### src/joystick_drive_mixer_assert.svh
// Assertion macros of the joystick drive mixer, used by the controller
`ifndef JOYSTICK_DRIVE_MIXER_ASSERT_SVH
`define JOYSTICK_DRIVE_MIXER_ASSERT_SVH

// Same-cycle implication, checked outside reset
`define JDM_ASSERT_SAME(label, ante, cons, msg) \
  label: assert property (@(posedge clk) disable iff (rst) (ante) |-> (cons)) \
    else $error(msg);

// Next-cycle implication, checked outside reset
`define JDM_ASSERT_NEXT(label, ante, cons, msg) \
  label: assert property (@(posedge clk) disable iff (rst) (ante) |=> (cons)) \
    else $error(msg);

`endif

### src/jdm_pkg.sv
// Shared widths, register codes and control structs of the joystick drive mixer
`default_nettype none

package jdm_pkg;

  localparam int AXIS_W  = 11;  // joystick reading and limit registers
  localparam int DB_W    = 9;   // dead band
  localparam int EDGE_W  = 12;  // centre plus or minus dead band
  localparam int DIFF_W  = 13;  // distances between readings and edges
  localparam int SPAN_W  = 11;  // output span of a linear map
  localparam int PROD_W  = 24;  // signed numerator
  localparam int NUM_W   = 22;  // numerator magnitude
  localparam int DEN_W   = 12;  // denominator magnitude
  localparam int QUO_W   = 23;  // signed quotient
  localparam int RES_W   = 24;  // quotient plus start speed
  localparam int SPEED_W = 11;  // signed axis speed and held run speed
  localparam int MIX_W   = 12;  // signed motor value after mixing
  localparam int DUTY_W  = 8;
  localparam int PADDR_W = 5;
  localparam int PDATA_W = 32;
  localparam int IN_W    = 24;
  localparam int OUT_W   = 24;

  typedef enum logic [2:0] {
    REG_Y_UPPER,
    REG_Y_CENTRE,
    REG_Y_LOWER,
    REG_X_UPPER,
    REG_X_CENTRE,
    REG_X_LOWER,
    REG_DEAD_BAND,
    REG_DRIVE_MODE
  } reg_idx_t;

  typedef struct packed {
    logic signed [AXIS_W-1:0] y_upper;
    logic signed [AXIS_W-1:0] y_centre;
    logic signed [AXIS_W-1:0] y_lower;
    logic signed [AXIS_W-1:0] x_upper;
    logic signed [AXIS_W-1:0] x_centre;
    logic signed [AXIS_W-1:0] x_lower;
    logic        [DB_W-1:0]   dead_band;
    logic                     drive_mode;
  } cfg_t;

  typedef struct packed {
    logic cap_in;     // take the joystick item
    logic cap_clamp;  // register clamped distances and spans
    logic cap_prod;   // register the numerators
    logic div_start;  // launch both dividers
    logic cap_map;    // register the mapped axis speeds
    logic cap_mix;    // update held run speed and motor values
    logic load_out;   // load the result register
  } cmd_t;

  typedef struct packed {
    logic div_busy;
  } stat_t;

endpackage

`default_nettype wire

### src/joystick_drive_mixer.sv
// Top level of the joystick drive mixer: register bank, controller and datapath
//
//   channel  | direction | payload
//   ---------+-----------+--------------------------------------------------
//   s_axis   | in        | s_tdata: axis_forward, axis_turn (signed, 11 each)
//   m_axis   | out       | m_tdata: left_reverse, left_duty, right_reverse,
//            |           |          right_duty
//   apb      | in/out    | eight registers at byte addresses 0, 4, .. 28
//
// Each item passes through clamp, multiply and divider start, then waits in the
// divide state while both dividers, one per axis side by side, produce the 22
// quotient bits, then moves through map, mix and result load back to idle.
// The result sits in an output register, so the next item is accepted while it
// waits; the block stalls only when a new result is ready and the old one waits.
// Reset clears the config registers, held run speed, state and output valid flag.
`default_nettype none

module joystick_drive_mixer #(
  parameter int TOP_SPEED        = 255,
  parameter int MIN_MOVING_SPEED = 50,
  parameter int TURN_SPEED_CAP   = 200
) (
  input  wire logic                          clk,
  input  wire logic                          rst,
  // streaming input
  input  wire logic                          s_tvalid,
  output logic                               s_tready,
  // [10:0] axis_forward, [21:11] axis_turn, [23:22] zero
  input  wire logic [jdm_pkg::IN_W-1:0]      s_tdata,
  // streaming output
  output logic                               m_tvalid,
  input  wire logic                          m_tready,
  // [0] left_reverse, [8:1] left_duty, [9] right_reverse, [17:10] right_duty,
  // [23:18] zero
  output logic      [jdm_pkg::OUT_W-1:0]     m_tdata,
  // configuration
  input  wire logic                          psel,
  input  wire logic                          penable,
  input  wire logic                          pwrite,
  input  wire logic [jdm_pkg::PADDR_W-1:0]   paddr,
  input  wire logic [jdm_pkg::PDATA_W-1:0]   pwdata,
  output logic      [jdm_pkg::PDATA_W-1:0]   prdata,
  output logic                               pready
);
  import jdm_pkg::*;

  cfg_t     cfg;
  cmd_t     cmd;
  stat_t    stat;
  reg_idx_t reg_idx;
  logic     cfg_write;

  logic              left_reverse;
  logic [DUTY_W-1:0] left_duty;
  logic              right_reverse;
  logic [DUTY_W-1:0] right_duty;

  // Registers are word aligned; the low address bits are ignored
  assign pready    = 1'b1;
  assign reg_idx   = reg_idx_t'(paddr[PADDR_W-1:2]);
  assign cfg_write = psel && penable && pwrite && pready;

  // Register bank: write on the access cycle of an APB write
  always_ff @(posedge clk) begin
    if (rst) begin
      cfg <= '0;
    end else if (cfg_write) begin
      unique case (reg_idx)
        REG_Y_UPPER:    cfg.y_upper    <= pwdata[AXIS_W-1:0];
        REG_Y_CENTRE:   cfg.y_centre   <= pwdata[AXIS_W-1:0];
        REG_Y_LOWER:    cfg.y_lower    <= pwdata[AXIS_W-1:0];
        REG_X_UPPER:    cfg.x_upper    <= pwdata[AXIS_W-1:0];
        REG_X_CENTRE:   cfg.x_centre   <= pwdata[AXIS_W-1:0];
        REG_X_LOWER:    cfg.x_lower    <= pwdata[AXIS_W-1:0];
        REG_DEAD_BAND:  cfg.dead_band  <= pwdata[DB_W-1:0];
        REG_DRIVE_MODE: cfg.drive_mode <= pwdata[0];
        default: ;
      endcase
    end
  end

  // Read back: limits sign-extended, dead band and mode zero-extended
  always_comb begin
    unique case (reg_idx)
      REG_Y_UPPER:    prdata = PDATA_W'(cfg.y_upper);
      REG_Y_CENTRE:   prdata = PDATA_W'(cfg.y_centre);
      REG_Y_LOWER:    prdata = PDATA_W'(cfg.y_lower);
      REG_X_UPPER:    prdata = PDATA_W'(cfg.x_upper);
      REG_X_CENTRE:   prdata = PDATA_W'(cfg.x_centre);
      REG_X_LOWER:    prdata = PDATA_W'(cfg.x_lower);
      REG_DEAD_BAND:  prdata = PDATA_W'(cfg.dead_band);
      REG_DRIVE_MODE: prdata = PDATA_W'(cfg.drive_mode);
      default:        prdata = '0;
    endcase
  end

  // Sequencer: one item at a time, result register decoupled from the input
  jdm_ctrl u_ctrl (
    .clk      (clk),
    .rst      (rst),
    .s_tvalid (s_tvalid),
    .s_tready (s_tready),
    .m_tvalid (m_tvalid),
    .m_tready (m_tready),
    .cmd      (cmd),
    .stat     (stat)
  );

  // Arithmetic: clamp, dead zone, two parallel linear maps, sticky speed, mix
  jdm_datapath #(
    .TOP_SPEED        (TOP_SPEED),
    .MIN_MOVING_SPEED (MIN_MOVING_SPEED),
    .TURN_SPEED_CAP   (TURN_SPEED_CAP)
  ) u_datapath (
    .clk           (clk),
    .rst           (rst),
    .cmd           (cmd),
    .stat          (stat),
    .cfg           (cfg),
    .axis_forward  (s_tdata[AXIS_W-1:0]),
    .axis_turn     (s_tdata[2*AXIS_W-1:AXIS_W]),
    .left_reverse  (left_reverse),
    .left_duty     (left_duty),
    .right_reverse (right_reverse),
    .right_duty    (right_duty)
  );

  // Pack the result, first field in the lowest bit
  assign m_tdata = {{(OUT_W-2-2*DUTY_W){1'b0}},
                    right_duty, right_reverse, left_duty, left_reverse};

endmodule

`default_nettype wire

### src/jdm_div.sv
// Shift-subtract unsigned divider, one quotient bit per cycle
`default_nettype none

module jdm_div (
  input  wire logic                       clk,
  input  wire logic                       rst,
  input  wire logic                       start,
  input  wire logic [jdm_pkg::NUM_W-1:0]  num,
  input  wire logic [jdm_pkg::DEN_W-1:0]  den,
  output logic                            busy,
  output logic      [jdm_pkg::NUM_W-1:0]  quo
);
  import jdm_pkg::*;

  localparam int CNT_W = $clog2(NUM_W);

  logic [DEN_W-1:0] rem;
  logic [DEN_W-1:0] den_r;
  logic [NUM_W-1:0] acc;
  logic [CNT_W-1:0] cnt;
  logic [DEN_W:0]   shifted;
  logic [DEN_W+1:0] trial;
  logic             fits;

  always_comb begin
    shifted = {rem, acc[NUM_W-1]};
    trial   = {1'b0, shifted} - {2'b00, den_r};
    fits    = ~trial[DEN_W+1];
  end

  always_ff @(posedge clk) begin
    if (rst) begin
      busy <= 1'b0;
    end else if (start) begin
      busy <= 1'b1;
    end else if (busy && cnt == '0) begin
      busy <= 1'b0;
    end
  end

  always_ff @(posedge clk) begin
    if (start) begin
      rem   <= '0;
      den_r <= den;
      acc   <= num;
      cnt   <= CNT_W'(NUM_W - 1);
    end else if (busy) begin
      rem <= fits ? trial[DEN_W-1:0] : shifted[DEN_W-1:0];
      acc <= {acc[NUM_W-2:0], fits};
      cnt <= cnt - 1'b1;
    end
  end

  assign quo = acc;

endmodule

`default_nettype wire

### src/jdm_datapath.sv
// Datapath: axis clamp, dead zone, linear map, sticky run speed, mixing, duty
`default_nettype none

module jdm_datapath #(
  parameter int TOP_SPEED        = 255,
  parameter int MIN_MOVING_SPEED = 50,
  parameter int TURN_SPEED_CAP   = 200
) (
  input  wire logic                              clk,
  input  wire logic                              rst,
  input  wire jdm_pkg::cmd_t                     cmd,
  output jdm_pkg::stat_t                         stat,
  input  wire jdm_pkg::cfg_t                     cfg,
  input  wire logic signed [jdm_pkg::AXIS_W-1:0] axis_forward,
  input  wire logic signed [jdm_pkg::AXIS_W-1:0] axis_turn,
  output logic                                   left_reverse,
  output logic             [jdm_pkg::DUTY_W-1:0] left_duty,
  output logic                                   right_reverse,
  output logic             [jdm_pkg::DUTY_W-1:0] right_duty
);
  import jdm_pkg::*;

  localparam logic signed [SPEED_W-1:0] MIN_S    = SPEED_W'(MIN_MOVING_SPEED);
  localparam logic signed [SPEED_W-1:0] CAP_S    = SPEED_W'(TURN_SPEED_CAP);
  localparam logic signed [RES_W-1:0]   TOP_R    = RES_W'(TOP_SPEED);
  localparam logic signed [SPAN_W-1:0]  SPAN_POS = SPAN_W'(TOP_SPEED - MIN_MOVING_SPEED);
  localparam logic        [MIX_W-1:0]   TOP_U    = MIX_W'(TOP_SPEED);
  localparam logic        [MIX_W-1:0]   DUTY_MAX = MIX_W'(255);

  function automatic logic signed [SPEED_W-1:0] clamp_s(
    input logic signed [SPEED_W-1:0] v,
    input logic signed [SPEED_W-1:0] lo,
    input logic signed [SPEED_W-1:0] hi
  );
    logic signed [SPEED_W-1:0] r;
    if (v < lo) begin
      r = lo;
    end else if (v > hi) begin
      r = hi;
    end else begin
      r = v;
    end
    return r;
  endfunction

  // {duty, reverse}
  function automatic logic [DUTY_W:0] motor(input logic signed [MIX_W-1:0] v);
    logic [MIX_W-1:0] mag;
    logic [MIX_W-1:0] d;
    mag = v[MIX_W-1] ? MIX_W'(-v) : MIX_W'(v);
    if (mag > TOP_U) begin
      mag = TOP_U;
    end
    if (v > 0) begin
      d = mag;
    end else if (v < 0) begin
      d = TOP_U - mag;
    end else begin
      d = '0;
    end
    if (d > DUTY_MAX) begin
      d = DUTY_MAX;
    end
    return {d[DUTY_W-1:0], v[MIX_W-1]};
  endfunction

  // Lane 0 is the forward axis, lane 1 the turn axis
  logic signed [AXIS_W-1:0]  in_r   [2];
  logic signed [AXIS_W-1:0]  lim_hi [2];
  logic signed [AXIS_W-1:0]  lim_c  [2];
  logic signed [AXIS_W-1:0]  lim_lo [2];
  logic signed [EDGE_W-1:0]  db_s;

  logic signed [AXIS_W-1:0]  vc     [2];
  logic signed [EDGE_W-1:0]  hi_edge[2];
  logic signed [EDGE_W-1:0]  lo_edge[2];
  logic signed [EDGE_W-1:0]  in0    [2];
  logic signed [EDGE_W-1:0]  in1    [2];
  logic                      above  [2];
  logic                      below  [2];
  logic signed [DIFF_W-1:0]  diff_c [2];
  logic signed [DIFF_W-1:0]  den_c  [2];

  logic signed [DIFF_W-1:0]  diff_r [2];
  logic signed [DIFF_W-1:0]  den_r  [2];
  logic signed [SPAN_W-1:0]  span_r [2];
  logic signed [SPEED_W-1:0] o0_r   [2];
  logic                      move_r [2];
  logic signed [PROD_W-1:0]  prod_r [2];

  logic        [NUM_W-1:0]   num_mag[2];
  logic        [DEN_W-1:0]   den_mag[2];
  logic        [NUM_W-1:0]   quo    [2];
  logic        [1:0]         busy;

  logic signed [QUO_W-1:0]   qs     [2];
  logic signed [RES_W-1:0]   res    [2];
  logic signed [SPEED_W-1:0] spd_c  [2];
  logic signed [SPEED_W-1:0] spd_r  [2];

  logic                      pass;
  logic signed [SPEED_W-1:0] held;
  logic signed [SPEED_W-1:0] held_next;
  logic signed [MIX_W-1:0]   run;
  logic signed [MIX_W-1:0]   lr;
  logic signed [MIX_W-1:0]   lv_next;
  logic signed [MIX_W-1:0]   rv_next;
  logic signed [MIX_W-1:0]   lv_r;
  logic signed [MIX_W-1:0]   rv_r;
  logic        [DUTY_W:0]    left_m;
  logic        [DUTY_W:0]    right_m;

  always_comb begin
    lim_hi[0] = cfg.y_upper;
    lim_c[0]  = cfg.y_centre;
    lim_lo[0] = cfg.y_lower;
    lim_hi[1] = cfg.x_upper;
    lim_c[1]  = cfg.x_centre;
    lim_lo[1] = cfg.x_lower;
    db_s      = $signed({{(EDGE_W-DB_W){1'b0}}, cfg.dead_band});
    pass      = (cfg.y_upper == '0) && (cfg.y_lower == '0) &&
                (cfg.x_upper == '0) && (cfg.x_lower == '0);
  end

  // Clamp, dead zone and map operands for both axes
  always_comb begin
    for (int i = 0; i < 2; i++) begin
      vc[i]      = clamp_s(in_r[i], lim_lo[i], lim_hi[i]);
      hi_edge[i] = EDGE_W'(lim_c[i]) + db_s;
      lo_edge[i] = EDGE_W'(lim_c[i]) - db_s;
      above[i]   = EDGE_W'(vc[i]) > hi_edge[i];
      below[i]   = EDGE_W'(vc[i]) < lo_edge[i];
      in0[i]     = above[i] ? hi_edge[i] : lo_edge[i];
      in1[i]     = above[i] ? EDGE_W'(lim_hi[i]) : EDGE_W'(lim_lo[i]);
      diff_c[i]  = DIFF_W'(vc[i]) - DIFF_W'(in0[i]);
      den_c[i]   = DIFF_W'(in1[i]) - DIFF_W'(in0[i]);
    end
  end

  always_ff @(posedge clk) begin
    if (cmd.cap_in) begin
      in_r[0] <= axis_forward;
      in_r[1] <= axis_turn;
    end
    for (int i = 0; i < 2; i++) begin
      if (cmd.cap_clamp) begin
        diff_r[i] <= diff_c[i];
        den_r[i]  <= den_c[i];
        span_r[i] <= above[i] ? SPAN_POS : -SPAN_POS;
        o0_r[i]   <= above[i] ? MIN_S : -MIN_S;
        move_r[i] <= above[i] | below[i];
      end
      if (cmd.cap_prod) begin
        prod_r[i] <= PROD_W'(diff_r[i]) * PROD_W'(span_r[i]);
      end
    end
  end

  // Magnitudes into the dividers, signed result and saturation out of them
  always_comb begin
    for (int i = 0; i < 2; i++) begin
      num_mag[i] = prod_r[i][PROD_W-1] ? NUM_W'(-prod_r[i]) : NUM_W'(prod_r[i]);
      den_mag[i] = den_r[i][DIFF_W-1] ? DEN_W'(-den_r[i]) : DEN_W'(den_r[i]);
      qs[i]      = $signed({1'b0, quo[i]});
      if (prod_r[i][PROD_W-1] ^ den_r[i][DIFF_W-1]) begin
        qs[i] = -qs[i];
      end
      if (den_r[i] == '0) begin
        res[i] = RES_W'(o0_r[i]);
      end else begin
        res[i] = RES_W'(qs[i]) + RES_W'(o0_r[i]);
      end
      if (res[i] > TOP_R) begin
        res[i] = TOP_R;
      end else if (res[i] < -TOP_R) begin
        res[i] = -TOP_R;
      end
      spd_c[i] = move_r[i] ? SPEED_W'(res[i]) : '0;
    end
  end

  for (genvar g = 0; g < 2; g++) begin : g_div
    jdm_div u_div (
      .clk   (clk),
      .rst   (rst),
      .start (cmd.div_start),
      .num   (num_mag[g]),
      .den   (den_mag[g]),
      .busy  (busy[g]),
      .quo   (quo[g])
    );
  end

  assign stat.div_busy = |busy;

  always_ff @(posedge clk) begin
    if (cmd.cap_map) begin
      spd_r[0] <= spd_c[0];
      spd_r[1] <= spd_c[1];
    end
  end

  // Sticky run speed and car or tank mixing, or pass-through when all limits are zero
  always_comb begin
    if (spd_r[1] == '0 || held == '0) begin
      held_next = spd_r[0];
    end else if (held > 0) begin
      held_next = clamp_s(held, MIN_S, CAP_S);
    end else begin
      held_next = clamp_s(held, -CAP_S, -MIN_S);
    end
    run = MIX_W'(held_next);
    lr  = MIX_W'(spd_r[1]);
    if (!cfg.drive_mode) begin
      lv_next = run;
      rv_next = lr;
    end else if (run == '0 && lr != '0) begin
      lv_next = lr;
      rv_next = -lr;
    end else if (lr == '0) begin
      lv_next = run;
      rv_next = run;
    end else if (run > 0) begin
      if (lr >= 0) begin
        lv_next = run + lr;
        rv_next = run;
      end else begin
        lv_next = run;
        rv_next = run - lr;
      end
    end else begin
      if (lr >= 0) begin
        lv_next = run - lr;
        rv_next = run;
      end else begin
        lv_next = run;
        rv_next = run + lr;
      end
    end
    if (pass) begin
      held_next = held;
      lv_next   = MIX_W'(in_r[0]);
      rv_next   = MIX_W'(in_r[1]);
    end
  end

  always_ff @(posedge clk) begin
    if (rst) begin
      held <= '0;
    end else if (cmd.cap_mix) begin
      held <= held_next;
    end
  end

  always_ff @(posedge clk) begin
    if (cmd.cap_mix) begin
      lv_r <= lv_next;
      rv_r <= rv_next;
    end
  end

  always_comb begin
    left_m  = motor(lv_r);
    right_m = motor(rv_r);
  end

  always_ff @(posedge clk) begin
    if (cmd.load_out) begin
      left_reverse  <= left_m[0];
      left_duty     <= left_m[DUTY_W:1];
      right_reverse <= right_m[0];
      right_duty    <= right_m[DUTY_W:1];
    end
  end

endmodule

`default_nettype wire

### src/jdm_ctrl.sv
// Controller: sequences one item through the datapath and owns the handshakes
`default_nettype none
`include "joystick_drive_mixer_assert.svh"

module jdm_ctrl (
  input  wire logic           clk,
  input  wire logic           rst,
  input  wire logic           s_tvalid,
  output logic                s_tready,
  output logic                m_tvalid,
  input  wire logic           m_tready,
  output jdm_pkg::cmd_t       cmd,
  input  wire jdm_pkg::stat_t stat
);
  import jdm_pkg::*;

  typedef enum logic [2:0] {
    ST_IDLE,
    ST_CLAMP,
    ST_MUL,
    ST_START,
    ST_DIV,
    ST_MAP,
    ST_MIX,
    ST_OUT
  } state_t;

  state_t state;
  state_t state_next;
  logic   out_free;

  assign out_free = !m_tvalid || m_tready;
  assign s_tready = (state == ST_IDLE);

  always_comb begin
    cmd        = '0;
    state_next = state;
    unique case (state)
      ST_IDLE: begin
        cmd.cap_in = s_tvalid;
        if (s_tvalid) begin
          state_next = ST_CLAMP;
        end
      end
      ST_CLAMP: begin
        cmd.cap_clamp = 1'b1;
        state_next    = ST_MUL;
      end
      ST_MUL: begin
        cmd.cap_prod = 1'b1;
        state_next   = ST_START;
      end
      ST_START: begin
        cmd.div_start = 1'b1;
        state_next    = ST_DIV;
      end
      ST_DIV: begin
        if (!stat.div_busy) begin
          state_next = ST_MAP;
        end
      end
      ST_MAP: begin
        cmd.cap_map = 1'b1;
        state_next  = ST_MIX;
      end
      ST_MIX: begin
        cmd.cap_mix = 1'b1;
        state_next  = ST_OUT;
      end
      ST_OUT: begin
        cmd.load_out = out_free;
        if (out_free) begin
          state_next = ST_IDLE;
        end
      end
      default: begin
        state_next = ST_IDLE;
      end
    endcase
  end

  always_ff @(posedge clk) begin
    if (rst) begin
      state    <= ST_IDLE;
      m_tvalid <= 1'b0;
    end else begin
      state <= state_next;
      if (cmd.load_out) begin
        m_tvalid <= 1'b1;
      end else if (m_tready) begin
        m_tvalid <= 1'b0;
      end
    end
  end

  `JDM_ASSERT_SAME(a_start_idle, cmd.div_start, !stat.div_busy, "dividers launched while busy")
  `JDM_ASSERT_SAME(a_load_free, cmd.load_out, out_free, "waiting result overwritten")
  `JDM_ASSERT_NEXT(a_one_item, s_tvalid && s_tready, !s_tready, "second item taken mid-flight")

endmodule

`default_nettype wire
### config.mk
export PLATFORM = sky130hd
export DESIGN_NAME = joystick_drive_mixer
export DESIGN_NICKNAME = d
export VERILOG_FILES = /design/src/jdm_pkg.sv /design/src/joystick_drive_mixer.sv /design/src/jdm_div.sv /design/src/jdm_datapath.sv /design/src/jdm_ctrl.sv
export VERILOG_INCLUDE_DIRS = /design/src /design/src/src
export SDC_FILE = /design/constraint.sdc
export NUM_CORES = 2
export LEC_CHECK = 0
export BUFFER_PORTS_ARGS = -buffer_cell sky130_fd_sc_hd__buf_2
export CORE_UTILIZATION = 55
export CTS_CLUSTER_DIAMETER = 150
export DETAILED_ROUTE_END_ITERATION = 10
export GPL_TIMING_DRIVEN = 0
export PLACE_DENSITY = 0.72
export SLEW_MARGIN = 10
export SYNTH_ARGS = -nofsm -noshare
export SYNTH_HDL_FRONTEND = slang
export SYNTH_SLANG_ARGS = --single-unit
### constraint.sdc
create_clock -name clk -period 12.2 [get_ports clk]
set_input_delay 0.61 -clock clk [delete_from_list [all_inputs] [get_ports clk]]
set_output_delay 0.61 -clock clk [all_outputs]
set_load 0.05 [all_outputs]
---- Word-level counts from Yosys, hierarchy flattened ----
Memories as Yosys holds them, arrays and structs flattened.
Cells that the tools add are included.
cells by class
  bitwise gates (word level) .............. 7
  $lt $le $gt $ge ......................... 27
  multipliers ............................. 2
  add/subtract/negate cells ............... 27
  mux-type cells .......................... 86
  reductions and logical operators ........ 42
  equal/unequal tests ..................... 17
operator list
  operator               count
  $mux W12               30
  $pmux W32 S8           1
  $mux W11               20
  $mux W22               6
  $logic_not A11 Y1      6
  $add A23 B11 Y24       2
  $gt A12 B8 Y1 const B  4
  $gt A24 B9 Y1 const B  2
  $lt A24 B9 Y1 const B  2
  $mul A13 B11 Y24       2
  $mux W24               2
  $neg A12 Y12           4
  $mux W23               2
  $neg A22 Y23           2
  $neg A22 Y22           2
  $sub A13 B12 Y14       2
  $logic_not A13 Y1      2
  $sub A11 B12 Y13       2
  $sub A12 B12 Y13       2
  $add A11 B10 Y12       2
  $eq A3 B3 Y1 const B   8
  $gt A11 B12 Y1         2
  $gt A12 B1 Y1 const B  2
  $logic_not A12 Y1      2
  other kinds (36)       97
word-level totals
  memory bits (writable) .................. 190
  memories kept ........................... 8
  logic and storage cells ................. 243
  register bits after elaboration ......... 237
  input bits .............................. 68
memories
  memory             words  bits a word  read ports  clocked after Yosys merged registers in  wr ports  line                text
  u_datapath.prod_r  2      24           2           0                                        2         jdm_datapath.sv:89  logic signed [PROD_W-1:0] prod_r [2];
  u_datapath.den_r   2      13           2           0                                        2         jdm_datapath.sv:85  logic signed [DIFF_W-1:0] den_r [2];
  u_datapath.diff_r  2      13           2           0                                        2         jdm_datapath.sv:84  logic signed [DIFF_W-1:0] diff_r [2];
  u_datapath.in_r    2      11           2           0                                        2         jdm_datapath.sv:68  logic signed [AXIS_W-1:0] in_r [2];
  u_datapath.o0_r    2      11           2           0                                        2         jdm_datapath.sv:87  logic signed [SPEED_W-1:0] o0_r [2];
  u_datapath.span_r  2      11           2           0                                        2         jdm_datapath.sv:86  logic signed [SPAN_W-1:0] span_r [2];
  +2 memories        n/a    n/a          n/a         n/a                                      n/a       n/a

---- Logic depth before layout (Yosys ltp) ----
  word-level depth ........................ 12
  mapped depth ............................ 34

---- By module ----
Synthesis repeated with hierarchy kept, for this count alone.
unflattened totals
  cell total of the unflattened synthesis .. 4,336
  area total of the unflattened synthesis .. 39,998.4 um2
by module, submodules not included
  module                area an instance (um2)  cells an instance  times used  seq. area each (um2)
  jdm_datapath          30,400.4                3,442              1           5,925.7
  jdm_div               2,691.3                 233                2           1,381.3
  joystick_drive_mixer  3,980.1                 397                1           1,521.5
  jdm_ctrl              235.2                   31                 1           80.1

---- Least setup slack after synthesis ----
OpenSTA, ideal clock, no wires.
  kind .................................... flip-flop to flip-flop
  start ................................... register, netlist name cfg[34]
  end ..................................... memory u_datapath.den_r[1][11], in the netlist u_datapath.den_r[0][24] (data pin)
  cell stages (with the launch flop) ...... 32
  arrival ................................. 6.491 ns
  setup time .............................. 0.258 ns
  path slack .............................. 5.451 ns
  buffers on the path ..................... 3
  period minus slack after synthesis ...... 6.749 ns
  path through ............................ dfxtp_1 > clkbuf_1 > inv_1 > ha_1 > o211ai_1 > a21oi_1 > o41ai_1 > a21oi_1 > buf_2 > mux2i_1 > a21oi_1 > ha_1 > a211o_1 > o211ai_1 > a21oi_1 > o31a_1 > nor2_1 > inv_1 > buf_2 > mux2i_1 > ha_1 > inv_1 > maj3_1 > maj3_1 > nor3_1 > a31oi_1 > maj3_1 > a221oi_1 > o21ai_0 > a31o_2 > a21oi_1 > xnor2_1
RTL lines
  item       line
  to (decl)  jdm_datapath.sv:85

==> summary.md <==
| Metric | Value |
|---|---|
| Status | complete, no violations |
| Cell Rows | 97 |
| Ys Warns | 0 |
| Reg2reg setup slack | 3.37 ns |
| Pin count of the biggest net entering global routing | 23 |
| Vias in the first global route | 31,700 |
| Pre-Repair DR Iteration Count | 6 |
| Synth unique cells | 99 |
| Pwr/cell area | 319 nW/µm² |
| R2R Path Start | cfg[11] |
| Design Power | 13.6 mW |
| Worst-Margin Slew | 1.24 ns |
| Max VDD drop | 0.374 mV |
| Die X | 269 µm |
| Clk_lat worst skew | 0.58 ns |
| Max incr delay on CP | 0.69 ns |
| CP Launch Type | flip-flop |
| Layout cells sized above 1 | 6.18% |
| Slew HR | 16.9% |
| Max clock buf depth | 3 |
| Cts hold-fix bufs | 0 |
| Seq/Total Area, Yosys | 26.2% |
| CP max FO | 10 |
| Total die area | 72,400 µm² |
| Setup violators final | 0 |
| CTS tree | built |
| Die Span Y | 269 µm |
| GRT Util Overall | 30.2% |
| Fin crit period | 8.83 ns |
| Synth async-reset ratio | 0% |
| Crit Path Category | reg2reg |
| Hold Fails Final Rpt | 0 |
| Cell Area, Synth | 39,300 µm² |
| Crit. End Element | flip-flop |
| Total negative setup slack | 0 ns |
| Final layout net count | 5,242 |
| Leakage power | 18.3 nW |
| Root Buffer Master | clkbuf_16 |
| Initial DRC count | 2,578 |
| CTS H-Tree Depth | 2 |
| Core box area | 70,300 µm² |
| Starting Density | 55.9% |
| PortBufs | 91 |
| Cell mode on critical path | clkbuf_1 |
| Slowest cell on crit path | a2111oi_0 |
| Seq cells post-synth | 385 |
| HPWL after DPL | 89,600 µm |
| Synth Flop Type | edfxtp_1 |
| Final Slew Violations | 0 |
| I/O pins | 127 |
| Clock slew at reported path FFs | 0.07 ns |
| Final worst-path cycle share | 72.4% |
| CTS Buf Count | 47 |
| Vias per cell | 5.85 |
| Reg-to-Reg End | u_datapath.diff_r[0][24] |
| Max_cap viols | 0 |
| R2r worst-path depth | 31 |
| Worst path required time | 12.50 ns |
| CP startpoint | cfg[11] |
| RePlAce Congestion | 1.01 |
| First-pass GRT wire length | 174,000 µm |
| Worst EP arrival | 9.13 ns |
| Detail Route Antenna Nets | 0 |
| Setup Buffers After CTS | 0 |
| GRT overflow | 0 |
| Hold/Removal Path Class | in2reg |
| Routed Wire Length | 111,000 µm |
| Number of synthesized flops with an enable pin | 258 |
| CP Capture Point | u_datapath.diff_r[0][24] |
| Syn avg cell area | 8.93 µm² |
| Vias | 32,400 |
| Clk sink count | 385 |
| DRC violations left | 0 |
| RSZ-0062 raised after global routing | false |
| Total of cells resized after clock tree synthesis | 0 |
| Area grow syn2layout | 8.87% |
| Syn Inst Count | 4,397 |
| WL per Instance | 20.0 µm |
| Maximum clock rate | 0.113 GHz |
| Worst clock skew | 0.0212 ns |
| Fill cells | 6,082 |
| Initial antenna violation count | 6 |
==> sequential cells by signal (all words and copies together), names as in the netlist <==
register and cells:
u_datapath.left_reverse 1, u_datapath.g_div.u_div.busy 2, u_datapath.diff_r 26, u_datapath.g_div.u_div.quo 44
u_datapath.prod_r 46, u_datapath.den_r 26, u_ctrl.state 3, u_datapath.held 11
u_datapath.right_reverse 1, u_datapath.span_r 4, cfg 76, u_ctrl.m_tvalid 1
u_datapath.move_r 2, u_datapath.right_duty 8, u_datapath.g_div.u_div.rem 24, u_datapath.g_div.u_div.den_r 24
u_datapath.spd_r 22, u_datapath.lv_r 12, u_datapath.in_r 22, u_datapath.g_div.u_div.cnt 10
u_datapath.rv_r 12, u_datapath.left_duty 8
==> per-stage QoR <==
stage	setup slack (ns)	instance area (µm²)	util, %	instances	hold slack [ns]
after detailed placement	3.59	41100	58.5	5450	0.485
after CTS	3.56	42700	60.8	5535	0.172
after floorplan	5.45	39300	-	4406	0.448
after global routing	2.66	42700	60.8	5535	0.182
after global placement	3.76	40900	58.2	5437	0.481
final	3.37	42700	60.8	5538	0.196
==> logic make-up (layout without fill, tap and decap cells) <==
family	Yosys count	after routing	share of synthesized area, %
other cells	2	14	0.0191
flops	385	385	26.2
simple gates	1207	1207	14.6
compound gates	1011	1011	16.3
buf+inv	709	898	7.14
xor+xnor	313	313	7.16
mux	143	143	3.78
fa+ha+maj	627	627	24.9
==> cell usage in the layout, fill, tap and decap left out, drive strengths merged, types with 42 or more instances in the layout <==
cell type / n
nand2: 340
nor4: 46
o21a: 58
a21oi: 275
nor3: 75
inv: 545
nor2b: 42
xor2: 116
nor2: 393
fa: 259
edfxtp: 258
dfxtp: 127
and2: 53
o21ai: 282
o31ai: 47
xnor2: 194
nand3: 46
clkbuf: 166
mux2i: 131
buf: 168
nand2b: 65
ha: 356
a21o: 55
==> metal layers <==
layer  track usage [%]  wire [µm]  vias up
met5                 0         37        -
met4              11.5       4300        6
met3              3.94       6980      236
met2              50.7      52100     1053
met1              39.7      47300    15600
li1                  -          -    15500
==> report_power, final <==
part	internal, mW	switching, mW	leakage, nW
clock	0.898	0.580	0.801
combinational	4.30	5.52	14.1
sequential	2.11	0.209	3.40
==> worst max-delay path, delay by kind of cell, from the launching register on <==
family	cells	cell delay [ns]
flops	1	0.31
simple gates	9	1.39
mux	1	0.23
fa+ha+maj	3	0.98
compound gates	10	3.04
buf+inv	8	2.58
==> cell usage after synthesis (all sizes together), types with 9 or more instances <==
cell type  count  area share [%]
a211o         11            0.25
a211oi        26            0.51
a21boi        29            0.56
a21o          55             1.1
a21oi        275             3.5
a221oi        15            0.33
a31oi         31            0.53
and2          53            0.84
and3          13            0.21
buf           64            0.97
clkbuf       105             1.0
dfxtp        127             6.5
edfxtp       258              20
fa           259              13
ha           356              11
inv          540             5.2
maj3          12            0.31
mux2           9            0.27
mux2i        131             3.3
nand2        340             3.3
nand2b        65             1.1
nand3         46            0.59
nand4         24            0.38
nand4b        12            0.27
nor2         393             3.8
nor2b         42            0.67
nor3          75            0.96
nor3b         11            0.21
nor4          46            0.77
o211ai        30            0.57
o21a          58             1.1
o21ai        282             3.6
o21bai        20            0.38
o221ai        12            0.27
o22a           9            0.20
o22ai         15            0.24
o31ai         47            0.91
o41ai         11            0.25
or2           16            0.26
or3           27            0.43
or4           18            0.34
xnor2        194             4.4
xor2         116             2.6
==> how the worst min path moves through the flow <==
stage | start | endpoint | slack, ns | cells after the start
6_report | s_tdata[1] | u_datapath.in_r[0][1] | 0.20 | 1
5_1_grt | s_tdata[6] | u_datapath.in_r[0][6] | 0.18 | 1
4_1_cts | s_tdata[1] | u_datapath.in_r[0][1] | 0.17 | 1
3_5_place_dp | u_datapath.den_r[0][0] | u_datapath.g_div[0].u_div.den_r[0] | 0.49 | 0
3_3_place_gp | u_datapath.den_r[0][0] | u_datapath.g_div[0].u_div.den_r[0] | 0.48 | 0
2_1_floorplan | u_datapath.diff_r[0][13] | u_datapath.prod_r[0][24] | 0.45 | 0
==> final cells by class <==
class                   count  area (µm²)  share of cell area, %
multi-input cells        3312       26200                   61.4
flip-flops and latches    385       10300                   24.1
inverters                 540        2030                   4.74
clock buffers              61        1370                   3.19
well taps                 940        1180                   2.75
plain buffers             169         777                   1.82
repair buffers            104         592                   1.38
clock inverters            24         273                  0.638
diodes                      3        7.51                 0.0176
Note: power is estimated with default switching activity, not from simulation.
